## src/rtl/slr_pkg.sv

```systemverilog
// Shared types and constants for the styled line rasterizer.
// Used by every module of the block; depends on nothing.
package slr_pkg;

  localparam int COORD_W        = 6;
  localparam int ADDR_W         = 12;
  localparam int VALUE_W        = 8;
  localparam int STYLE_W        = 2;
  localparam int COUNT_W        = 32;
  localparam int ERR_W          = COORD_W + 3;
  localparam int PADDR_W        = 5;
  localparam int PDATA_W        = 32;
  localparam int FIELD_SIZE_DEF = 64;
  localparam int DASH_RUN       = 4;
  localparam int DOT_PERIOD     = 3;
  localparam int DOT_W          = $clog2(DOT_PERIOD);

  typedef struct packed {
    logic [5:0] clip_left;
    logic [5:0] clip_top;
    logic [6:0] clip_width;
    logic [6:0] clip_height;
    logic [6:0] row_pitch;
    logic [7:0] ink_level;
  } cfg_t;

  typedef struct packed {
    logic [COORD_W-1:0]      x;
    logic [COORD_W-1:0]      y;
    logic signed [ERR_W-1:0] err;
  } walk_t;

  typedef struct packed {
    logic signed [COORD_W:0] dx;
    logic signed [COORD_W:0] dy;
    logic                    neg_x;
    logic                    neg_y;
  } slope_t;

  typedef struct packed {
    logic               write_enable;
    logic [ADDR_W-1:0]  pixel_address;
    logic [VALUE_W-1:0] pixel_value;
    logic               last_pixel;
  } pixel_t;

endpackage

```

## src/rtl/slr_cfg_regs.sv

```systemverilog
// Configuration register file with an APB-style write and read port.
// Depends on slr_pkg for the register struct and port widths.
module slr_cfg_regs (
  input  logic                         clk,
  input  logic                         rst,
  input  logic                         psel,
  input  logic                         penable,
  input  logic                         pwrite,
  input  logic [slr_pkg::PADDR_W-1:0]  paddr,
  input  logic [slr_pkg::PDATA_W-1:0]  pwdata,
  output logic [slr_pkg::PDATA_W-1:0]  prdata,
  output logic                         pready,
  output slr_pkg::cfg_t                cfg
);

  typedef enum logic [2:0] {
    REG_CLIP_LEFT   = 3'd0,
    REG_CLIP_TOP    = 3'd1,
    REG_CLIP_WIDTH  = 3'd2,
    REG_CLIP_HEIGHT = 3'd3,
    REG_ROW_PITCH   = 3'd4,
    REG_INK_LEVEL   = 3'd5
  } reg_index_t;

  logic [2:0] index;
  logic       wr;

  assign pready = 1'b1;
  assign index  = paddr[4:2];
  assign wr     = psel && penable && pwrite && pready;

  always_ff @(posedge clk) begin
    if (rst) begin
      cfg.clip_left   <= 6'd0;
      cfg.clip_top    <= 6'd0;
      cfg.clip_width  <= 7'd64;
      cfg.clip_height <= 7'd64;
      cfg.row_pitch   <= 7'd64;
      cfg.ink_level   <= 8'd255;
    end else if (wr) begin
      case (index)
        REG_CLIP_LEFT:   cfg.clip_left   <= pwdata[5:0];
        REG_CLIP_TOP:    cfg.clip_top    <= pwdata[5:0];
        REG_CLIP_WIDTH:  cfg.clip_width  <= pwdata[6:0];
        REG_CLIP_HEIGHT: cfg.clip_height <= pwdata[6:0];
        REG_ROW_PITCH:   cfg.row_pitch   <= pwdata[6:0];
        REG_INK_LEVEL:   cfg.ink_level   <= pwdata[7:0];
        default: ;
      endcase
    end
  end

  always_comb begin
    prdata = '0;
    case (index)
      REG_CLIP_LEFT:   prdata = slr_pkg::PDATA_W'(cfg.clip_left);
      REG_CLIP_TOP:    prdata = slr_pkg::PDATA_W'(cfg.clip_top);
      REG_CLIP_WIDTH:  prdata = slr_pkg::PDATA_W'(cfg.clip_width);
      REG_CLIP_HEIGHT: prdata = slr_pkg::PDATA_W'(cfg.clip_height);
      REG_ROW_PITCH:   prdata = slr_pkg::PDATA_W'(cfg.row_pitch);
      REG_INK_LEVEL:   prdata = slr_pkg::PDATA_W'(cfg.ink_level);
      default:         prdata = '0;
    endcase
  end

endmodule

```

## src/rtl/slr_step_unit.sv

```systemverilog
// Error-term step unit: advances the walk position by one pixel.
// Depends on slr_pkg for the walk and slope structs.
module slr_step_unit (
  input  slr_pkg::walk_t  walk,
  input  slr_pkg::slope_t slope,
  output slr_pkg::walk_t  walk_next
);

  logic signed [slr_pkg::ERR_W:0]   e2;
  logic                             step_x;
  logic                             step_y;
  logic signed [slr_pkg::ERR_W-1:0] dx_term;
  logic signed [slr_pkg::ERR_W-1:0] dy_term;

  always_comb begin
    e2      = {walk.err, 1'b0};
    step_x  = e2 >= (slr_pkg::ERR_W + 1)'(slope.dy);
    step_y  = e2 <= (slr_pkg::ERR_W + 1)'(slope.dx);
    dy_term = step_x ? slr_pkg::ERR_W'(slope.dy) : slr_pkg::ERR_W'(signed'(1'b0));
    dx_term = step_y ? slr_pkg::ERR_W'(slope.dx) : slr_pkg::ERR_W'(signed'(1'b0));
    walk_next.err = walk.err + dy_term + dx_term;
    walk_next.x   = walk.x;
    walk_next.y   = walk.y;
    if (step_x) begin
      walk_next.x = slope.neg_x ? walk.x - 1'b1 : walk.x + 1'b1;
    end
    if (step_y) begin
      walk_next.y = slope.neg_y ? walk.y - 1'b1 : walk.y + 1'b1;
    end
  end

endmodule

```

## src/rtl/slr_pixel_unit.sv

```systemverilog
// Pixel result former: framebuffer address, clip window test and line style.
// Depends on slr_pkg for the register and pixel structs.
module slr_pixel_unit (
  input  slr_pkg::cfg_t                      cfg,
  input  logic [slr_pkg::COORD_W-1:0]        x,
  input  logic [slr_pkg::COORD_W-1:0]        y,
  input  logic [slr_pkg::STYLE_W-1:0]        style,
  input  logic [slr_pkg::COUNT_W-1:0]        count,
  input  logic [slr_pkg::DOT_W-1:0]          dot_phase,
  input  logic                               last,
  output slr_pkg::pixel_t                    pixel
);

  localparam logic [slr_pkg::STYLE_W-1:0] STYLE_DASH = 2'd1;
  localparam logic [slr_pkg::STYLE_W-1:0] STYLE_DOT  = 2'd2;
  localparam int DASH_BIT = $clog2(slr_pkg::DASH_RUN);

  logic [7:0]  x_end;
  logic [7:0]  y_end;
  logic        in_window;
  logic        ink;
  logic [12:0] product;

  always_comb begin
    x_end  = {2'b00, cfg.clip_left} + {1'b0, cfg.clip_width};
    y_end  = {2'b00, cfg.clip_top} + {1'b0, cfg.clip_height};
    in_window = (x >= cfg.clip_left) && ({2'b00, x} < x_end) &&
                (y >= cfg.clip_top) && ({2'b00, y} < y_end);
    case (style)
      STYLE_DASH: ink = ~count[DASH_BIT];
      STYLE_DOT:  ink = (dot_phase == '0);
      default:    ink = 1'b1;
    endcase
    product = 13'(y) * 13'(cfg.row_pitch);
    pixel.write_enable  = ink && in_window;
    pixel.pixel_address = slr_pkg::ADDR_W'(product + 13'(x));
    pixel.pixel_value   = cfg.ink_level;
    pixel.last_pixel    = last;
  end

endmodule

```

## src/rtl/styled_line_rasterizer.sv

```systemverilog
// Styled line rasterizer top level: sequencer, walk registers and output register.
// Depends on slr_pkg, slr_cfg_regs, slr_step_unit and slr_pixel_unit.
//
// A segment request is taken when the block is idle; the block then drops in_ready
// and walks the segment one pixel per cycle through a single error-term step unit,
// except while out_ready holds the output register full. in_ready returns as the
// last result of the segment is registered, so a new segment is taken only once
// the last one is through. Results come out in pixel order from the start point
// to the end point, one per pixel, with last_pixel set on the end point. The dash
// counter advances on every pixel but the end point and is kept across segments
// when keep_pattern is set. Configuration is written through the APB port, one
// register per word; the user must write it only while no segment is in progress,
// as the block itself does not enforce this.
module styled_line_rasterizer #(
  parameter int FIELD_SIZE = slr_pkg::FIELD_SIZE_DEF
) (
  input  logic                          clk,
  input  logic                          rst,
  input  logic                          psel,
  input  logic                          penable,
  input  logic                          pwrite,
  input  logic [slr_pkg::PADDR_W-1:0]   paddr,
  input  logic [slr_pkg::PDATA_W-1:0]   pwdata,
  output logic [slr_pkg::PDATA_W-1:0]   prdata,
  output logic                          pready,
  input  logic                          in_valid,
  output logic                          in_ready,
  input  logic [slr_pkg::COORD_W-1:0]   start_x,
  input  logic [slr_pkg::COORD_W-1:0]   start_y,
  input  logic [slr_pkg::COORD_W-1:0]   end_x,
  input  logic [slr_pkg::COORD_W-1:0]   end_y,
  input  logic [slr_pkg::STYLE_W-1:0]   line_style,
  input  logic                          keep_pattern,
  output logic                          out_valid,
  input  logic                          out_ready,
  output logic                          write_enable,
  output logic [slr_pkg::ADDR_W-1:0]    pixel_address,
  output logic [slr_pkg::VALUE_W-1:0]   pixel_value,
  output logic                          last_pixel
);

  localparam int CW = slr_pkg::COORD_W;
  localparam logic [CW-1:0] COORD_MAX = CW'(FIELD_SIZE - 1);
  localparam logic [slr_pkg::DOT_W-1:0] DOT_LAST = slr_pkg::DOT_W'(slr_pkg::DOT_PERIOD - 1);

  typedef enum logic [1:0] {
    ST_IDLE = 2'b01,
    ST_WALK = 2'b10
  } state_t;

  function automatic logic [CW-1:0] clamp(input logic [CW-1:0] v);
    clamp = (v > COORD_MAX) ? COORD_MAX : v;
  endfunction

  state_t                          state;
  slr_pkg::cfg_t                   cfg;
  slr_pkg::walk_t                  walk;
  slr_pkg::walk_t                  walk_next;
  slr_pkg::slope_t                 slope;
  slr_pkg::slope_t                 slope_next;
  slr_pkg::pixel_t                 pixel;
  slr_pkg::pixel_t                 out_pixel;
  logic [CW-1:0]                   x_end;
  logic [CW-1:0]                   y_end;
  logic [slr_pkg::STYLE_W-1:0]     style;
  logic [slr_pkg::COUNT_W-1:0]     count;
  logic [slr_pkg::DOT_W-1:0]       dot_phase;
  logic [slr_pkg::DOT_W-1:0]       dot_phase_next;
  logic [CW-1:0]                   x0;
  logic [CW-1:0]                   y0;
  logic [CW-1:0]                   x1;
  logic [CW-1:0]                   y1;
  logic                            last;
  logic                            emit;

  slr_cfg_regs u_cfg (
    .clk     (clk),
    .rst     (rst),
    .psel    (psel),
    .penable (penable),
    .pwrite  (pwrite),
    .paddr   (paddr),
    .pwdata  (pwdata),
    .prdata  (prdata),
    .pready  (pready),
    .cfg     (cfg)
  );

  slr_step_unit u_step (
    .walk      (walk),
    .slope     (slope),
    .walk_next (walk_next)
  );

  slr_pixel_unit u_pixel (
    .cfg       (cfg),
    .x         (walk.x),
    .y         (walk.y),
    .style     (style),
    .count     (count),
    .dot_phase (dot_phase),
    .last      (last),
    .pixel     (pixel)
  );

  always_comb begin
    x0 = clamp(start_x);
    y0 = clamp(start_y);
    x1 = clamp(end_x);
    y1 = clamp(end_y);
    slope_next.neg_x = !(x0 < x1);
    slope_next.neg_y = !(y0 < y1);
    slope_next.dx = (x1 > x0) ? signed'({1'b0, x1 - x0}) : signed'({1'b0, x0 - x1});
    slope_next.dy = (y1 > y0) ? -signed'({1'b0, y1 - y0}) : -signed'({1'b0, y0 - y1});
    last = (walk.x == x_end) && (walk.y == y_end);
    emit = (state == ST_WALK) && (!out_valid || out_ready);
    if (&count || dot_phase == DOT_LAST) begin
      dot_phase_next = '0;
    end else begin
      dot_phase_next = dot_phase + 1'b1;
    end
  end

  assign in_ready = (state == ST_IDLE);

  always_ff @(posedge clk) begin
    if (rst) begin
      out_valid <= 1'b0;
    end else if (emit) begin
      out_valid <= 1'b1;
    end else if (out_ready) begin
      out_valid <= 1'b0;
    end
  end

  always_ff @(posedge clk) begin
    if (rst) begin
      state     <= ST_IDLE;
      count     <= '0;
      dot_phase <= '0;
    end else begin
      case (state)
        ST_IDLE: begin
          if (in_valid) begin
            walk.x   <= x0;
            walk.y   <= y0;
            walk.err <= slr_pkg::ERR_W'(slope_next.dx) + slr_pkg::ERR_W'(slope_next.dy);
            slope    <= slope_next;
            x_end    <= x1;
            y_end    <= y1;
            style    <= line_style;
            if (!keep_pattern) begin
              count     <= '0;
              dot_phase <= '0;
            end
            state <= ST_WALK;
          end
        end
        ST_WALK: begin
          if (emit) begin
            out_pixel <= pixel;
            if (last) begin
              state <= ST_IDLE;
            end else begin
              walk      <= walk_next;
              count     <= count + 1'b1;
              dot_phase <= dot_phase_next;
            end
          end
        end
        default: state <= ST_IDLE;
      endcase
    end
  end

  assign write_enable  = out_pixel.write_enable;
  assign pixel_address = out_pixel.pixel_address;
  assign pixel_value   = out_pixel.pixel_value;
  assign last_pixel    = out_pixel.last_pixel;

endmodule

```

## config.mk

```make
export PLATFORM = sky130hd
export DESIGN_NAME = styled_line_rasterizer
export DESIGN_NICKNAME = d
export VERILOG_FILES = /design/src/rtl/slr_pkg.sv /design/src/rtl/slr_cfg_regs.sv /design/src/rtl/slr_step_unit.sv /design/src/rtl/slr_pixel_unit.sv /design/src/rtl/styled_line_rasterizer.sv
export SDC_FILE = /design/constraint.sdc
export NUM_CORES = 1
export LEC_CHECK = 0
export ABC_CLOCK_PERIOD_IN_PS = 4650
export BUFFER_PORTS_ARGS = -buffer_cell sky130_fd_sc_hd__buf_4
export CORE_MARGIN = 10
export CORE_UTILIZATION = 54
export DETAILED_ROUTE_END_ITERATION = 10
export PLACE_DENSITY = 0.85
export SYNTH_ARGS = -nofsm -noshare
export SYNTH_HDL_FRONTEND = slang
export SYNTH_SLANG_ARGS = --single-unit
export TNS_END_PERCENT = 100
```

## constraint.sdc

```tcl
create_clock -name clk -period 4.65 [get_ports clk]
set_input_delay 0.93 -clock clk [delete_from_list [all_inputs] [get_ports clk]]
set_output_delay 0.93 -clock clk [all_outputs]
set_load 0.05 [all_outputs]
```

=== After elaboration in Yosys (flattened, before gate mapping) ===
Cells that the tools add are included.

* $add $sub $neg: 18
* Multipliers: 1
* Div/mod/pow operators: 0
* Magnitude comparators: 14
* Equal/unequal tests: 19
* Shift operators: 0
* Muxes and demuxes: 35
* Bitwise logic cells: 2
* Reduce and logical (&&, ||, !) cells: 31

{| class="wikitable"
|+ Operators by type and width
! kind !! number
|-
| 2-to-1 mux 32 bit || 4
|-
| case mux 32 bit (2 select lines) || 1
|-
| 2-to-1 mux 21 bit || 3
|-
| 2-to-1 mux 6 bit || 10
|-
| case mux 8 bit (6 select lines) || 1
|-
| case mux 21 bit (2 select lines) || 1
|-
| adder 32 x 1 -> 32 bit (second input constant) || 1
|-
| AND reduction 32 bit || 1
|-
| greater-than comparator 6 bit (second input constant) || 4
|-
| subtractor 6 bit || 4
|-
| adder 9 bit || 2
|-
| adder 6 x 7 -> 8 bit || 2
|-
| < comparator 6 x 8 -> 1 bit || 2
|-
| 2-to-1 mux 2 bit || 8
|-
| negation 6 -> 7 bit || 2
|-
| adder 12 x 6 -> 12 bit || 1
|-
| adder 6 x 1 -> 6 bit (second input constant) || 2
|-
| equality test 6 bit || 2
|-
| greater-or-equal comparator 6 bit || 2
|-
| greater-than comparator 6 bit || 2
|-
| < comparator 6 bit || 2
|-
| multiplier 6 x 7 -> 12 bit || 1
|-
| AND reduction 2 bit || 6
|-
| AND reduction 6 bit || 2
|-
| 26 further kinds || 54
|}

* Flip-flop bits (word level): 150
* Bits in latches: 0
* Bits in writable memories: 0
* Memory bits (read-only): 0
* Bits of input ports: 71
* Output and inout port bits: 57
* Word-level logic and storage cells: 144
* Memories: 0

=== Depth between registers and ports, before layout ===
* Depth in word-level cells: 8
* Gate-level depth with buffers: 23
* Gate-level depth less buffers: 23

=== Cells and area by module ===
From an unflattened synthesis, not the netlist that was laid out.

* Cell total of the unflattened synthesis: 1,297
* Area, all modules: 12,095.4 um2

{| class="wikitable"
|+ Modules (own cells, without submodules)
! module !! instances !! cells each !! area each (um2) !! seq. area each (um2)
|-
| styled_line_rasterizer || 1 || 589 || 5,930.7 || 2,902.8
|-
| slr_pixel_unit || 1 || 300 || 2,506.2 || 0.0
|-
| slr_cfg_regs || 1 || 224 || 2,172.1 || 820.8
|-
| slr_step_unit || 1 || 184 || 1,486.4 || 0.0
|}

=== Worst setup path before layout ===
Ideal clock, no wire load.

* Kind: input port to flip-flop
* From: input start_y[3] (netlist name)
* To: register, netlist name walk[5]
* Setup time: 0.260 ns
* Arrival: 4.207 ns
* Data required time: 4.390 ns
* Setup slack: 0.183 ns
* Stages: 16
* Path buffers: 3
* Cells stage by stage: clkbuf_1 -> ha_1 -> clkbuf_1 -> nand2_1 -> o21ai_0 -> o31a_1 -> o21a_1 -> clkbuf_1 -> mux2_2 -> ha_1 -> a21o_1 -> a21oi_1 -> o21bai_1 -> a21oi_1 -> xnor3_1 -> mux2_4

{| class="wikitable"
|+ RTL lines
! item !! line !! source
|-
| from (decl) || styled_line_rasterizer.sv:29 || <nowiki>input logic [slr_pkg::COORD_W-1:0] start_y,</nowiki>
|}

==> results.ini <==
[synth]
seq_area_frac_synth=0.324
synth_area_mm2=0.0115
yosysTopAreaCell=edfxtp_1
synth_top_area_share=0.188
yosysWarnings=0
synth_flop_cell=dfxtp_1
ys_types=71
avgSynthCellArea_um2=9.35
synthCells=1227
netlist_top_cells_area=edfxtp_1, ha_1, dfxtp_1, fa_1, xnor2_1
synth_edf_count=72
synth-seq-cells=150
async_flop_share=0

[die]
die_h_um=166
design.core.area_mm2=0.0210
die-width_um=166
fp-row-count=53
die_area_mm2=0.0275
start_util=0.548
ios=128

[clock_network]
clk_latency_ns=0.44
cts_max_path_buffers=2
cts.sinks=150
cts_tree=done
cts-buffers-inserted=17
cts.clk_slew.worst_paths_ns=0.07
htreeDepth=4
root_buffer=clkbuf_16
hold_buffers=0

[routing]
dr.pass1.iters=5
drt-total-wl_um=26400
wl_per_cell_um=16.8
routed_via_density=5.65
drt_iter0_drc=520
ant_nets=0
via_count=8890
drc=0

[placement]
hpwl_um=20100
numPortBuffers=76
place_congestion=0.914
dp.cells=1540

[timing]
slew_headroom=0.325
hold_violations=0
max_clock_freq_ghz=0.227
period_share=0.948
slew_violations=0
final.setup.tns_ns=0
tightest_slew_ns=1.01
period_needed_ns=4.41
setup_viol=0
finClkSkew_ns=0.00820

[hold_path]
holdCritPathClass=reg2reg

[status]
status=finished clean

[global_routing]
grt_antenna_before_repair=0
grt_first_pass_wirelength_um=43200
grt_pass1_vias=8948
track_usage=0.186
grt_max_degree=53
grt.overflow.total=0

[setup_path]
critical_path.max_stage_delay_ns=0.57
crit_path_top_delay_cell=fa_1
worst-setup-path-type=reg2reg
path_common_cell=fa_1
worstPathArrival_ns=4.59
cp.required_ns=4.83
worst_setup_path_end_kind=register
crit_path_max_fanout=8
start_kind=register
critical_path.cell_chain=nand2_1, fa_1, fa_1, fa_1, inv_1, fa_1, ha_1, inv_1, o21bai_1, a21oi_1, o21ai_0, a21o_1, a21oi_1, xnor2_1

[power_and_ir_drop]
p_total_mw=4.07
p_leak_nw=5.68
ir_drop_mv=0.252
powerDensity_mw_per_mm2=316

[cells_and_area]
drive_gt1_frac=0.116
syn2layout_area_growth_pct=12.1
final_cell_count_no_fill=1574
num-nets-final=1524
diodes=0

[flow_run]
maxCapViolCount=0

## metal layers
metal | GRT usage | wire (µm) | vias up
met4 | 0.0736 | 583 | 0
met2 | 0.310 | 12700 | 333
met1 | 0.237 | 11400 | 4246
li1 | - | - | 4262
met5 | 0 | 0 | -
met3 | 0.0293 | 1800 | 49
## repair_timing
action / CTS / global route
buffers inserted: 0 / 2
resized for setup: 0 / 2
hold endpoints to repair: 0 / 0
setup endpoints to repair: 0 / 1
## registers in the layout, indices dropped and copies added (netlist names), 6 cells and up
register and count:
count 32, pixel_address 12, pixel_value 8, slope 15
u_cfg.cfg 41, walk 21, x_end 6, y_end 6
## cell type report
type | count | area, µm²
timing repair buffer | 101 | 758
sequential | 150 | 3720
clock buffer | 22 | 518
fill | 1694 | 8090
inverter | 121 | 454
tap | 275 | 344
multi-input combinational | 895 | 6990
clock inverter | 10 | 78.8
## worst max-delay path, delay by kind of cell, from the launching register on
family / cells / cell delay (ns)
AOI/OAI and AO/OA: 5 / 0.86
buffers and inverters: 2 / 0.12
adders and majority gates: 5 / 2.38
DFF: 1 / 0.53
xor gates and xnor gates: 1 / 0.10
and+or+nand+nor: 1 / 0.14
## placed cells by master, fill, tap and decap left out, types with 8 or more instances in the layout
master,n
a21o_1,30
nand2_1,81
nor2_1,93
o21bai_1,12
nor3_1,14
inv_1,121
xnor2_1,58
xor2_1,39
o22ai_1,8
nand3_1,20
a21oi_1,63
and3_1,9
a211o_1,12
dfxtp_1,78
edfxtp_1,72
o21ai_0,35
nand2b_1,17
mux2i_1,45
o21a_1,8
conb_1,25
fa_1,37
nor2b_1,28
and2_1,30
nand4_1,11
clkbuf_16,20
buf_4,101
ha_1,130
## synthesized netlist by cell type, types with 5 or more instances
library cell / number
dfxtp_1: 78
fa_1: 37
nand2_1: 81
a21o_1: 30
and2_1: 30
clkbuf_1: 55
or3_1: 6
a21oi_1: 65
inv_1: 121
o22ai_1: 8
nand2b_1: 17
nor4_1: 6
nand3b_1: 5
edfxtp_1: 72
o21bai_1: 12
nor2_1: 94
a211o_1: 12
xnor2_1: 58
nand4_1: 11
xor2_1: 39
o21a_1: 8
nor2b_1: 28
nand3_1: 20
ha_1: 130
a22oi_1: 6
mux2i_1: 45
o21ai_0: 35
mux2_2: 7
o211ai_1: 6
buf_4: 25
nor3_1: 14
and3_1: 9
## stage by stage
stage / setup slack (ns) / hold WS [ns] / cell area [µm²] / utilization
finish: 0.240 / 0.460 / 12900 / 0.614
global route: -0.0118 / 0.468 / 12900 / 0.614
CTS: 0.0686 / 0.457 / 12800 / 0.613
detailed placement: 0.0379 / 0.442 / 12200 / 0.584
global placement: 0.140 / 0.435 / 12200 / 0.584
floorplan: 0.183 / 0.414 / 11600 / -
## report_power, final
group / internal (mW) / total [mW] / switching [mW]
sequential: 1.46 / 1.51 / 0.0484
combinational: 0.510 / 1.17 / 0.663
clock: 0.801 / 1.38 / 0.582
## final timing paths
kind | start | end | slack, ns | cells past startpoint
setup reg to reg | u_cfg.cfg[11] | pixel_address[11] | 0.24 | 14
hold reg to reg | u_cfg.cfg[4] | pixel_value[4] | 0.46 | 0
hold / removal | u_cfg.cfg[4] | pixel_value[4] | 0.46 | 0
setup / recovery | u_cfg.cfg[11] | pixel_address[11] | 0.24 | 14
## cell families (layout without fill, tap and decap cells)
kind of cell | Yosys count | after routing | synth area share
multiplexers | 54 | 54 | 0.0494
buffers and inverters | 205 | 254 | 0.0757
other | 2 | 25 | 0.000654
adder cells (fa/ha/maj) | 167 | 167 | 0.206
AO/OA/AOI/OAI | 215 | 215 | 0.123
flip-flops | 150 | 150 | 0.324
XOR/XNOR | 98 | 98 | 0.0760
AND/OR/NAND/NOR | 336 | 336 | 0.145
Power figures use the tool's default switching activity.
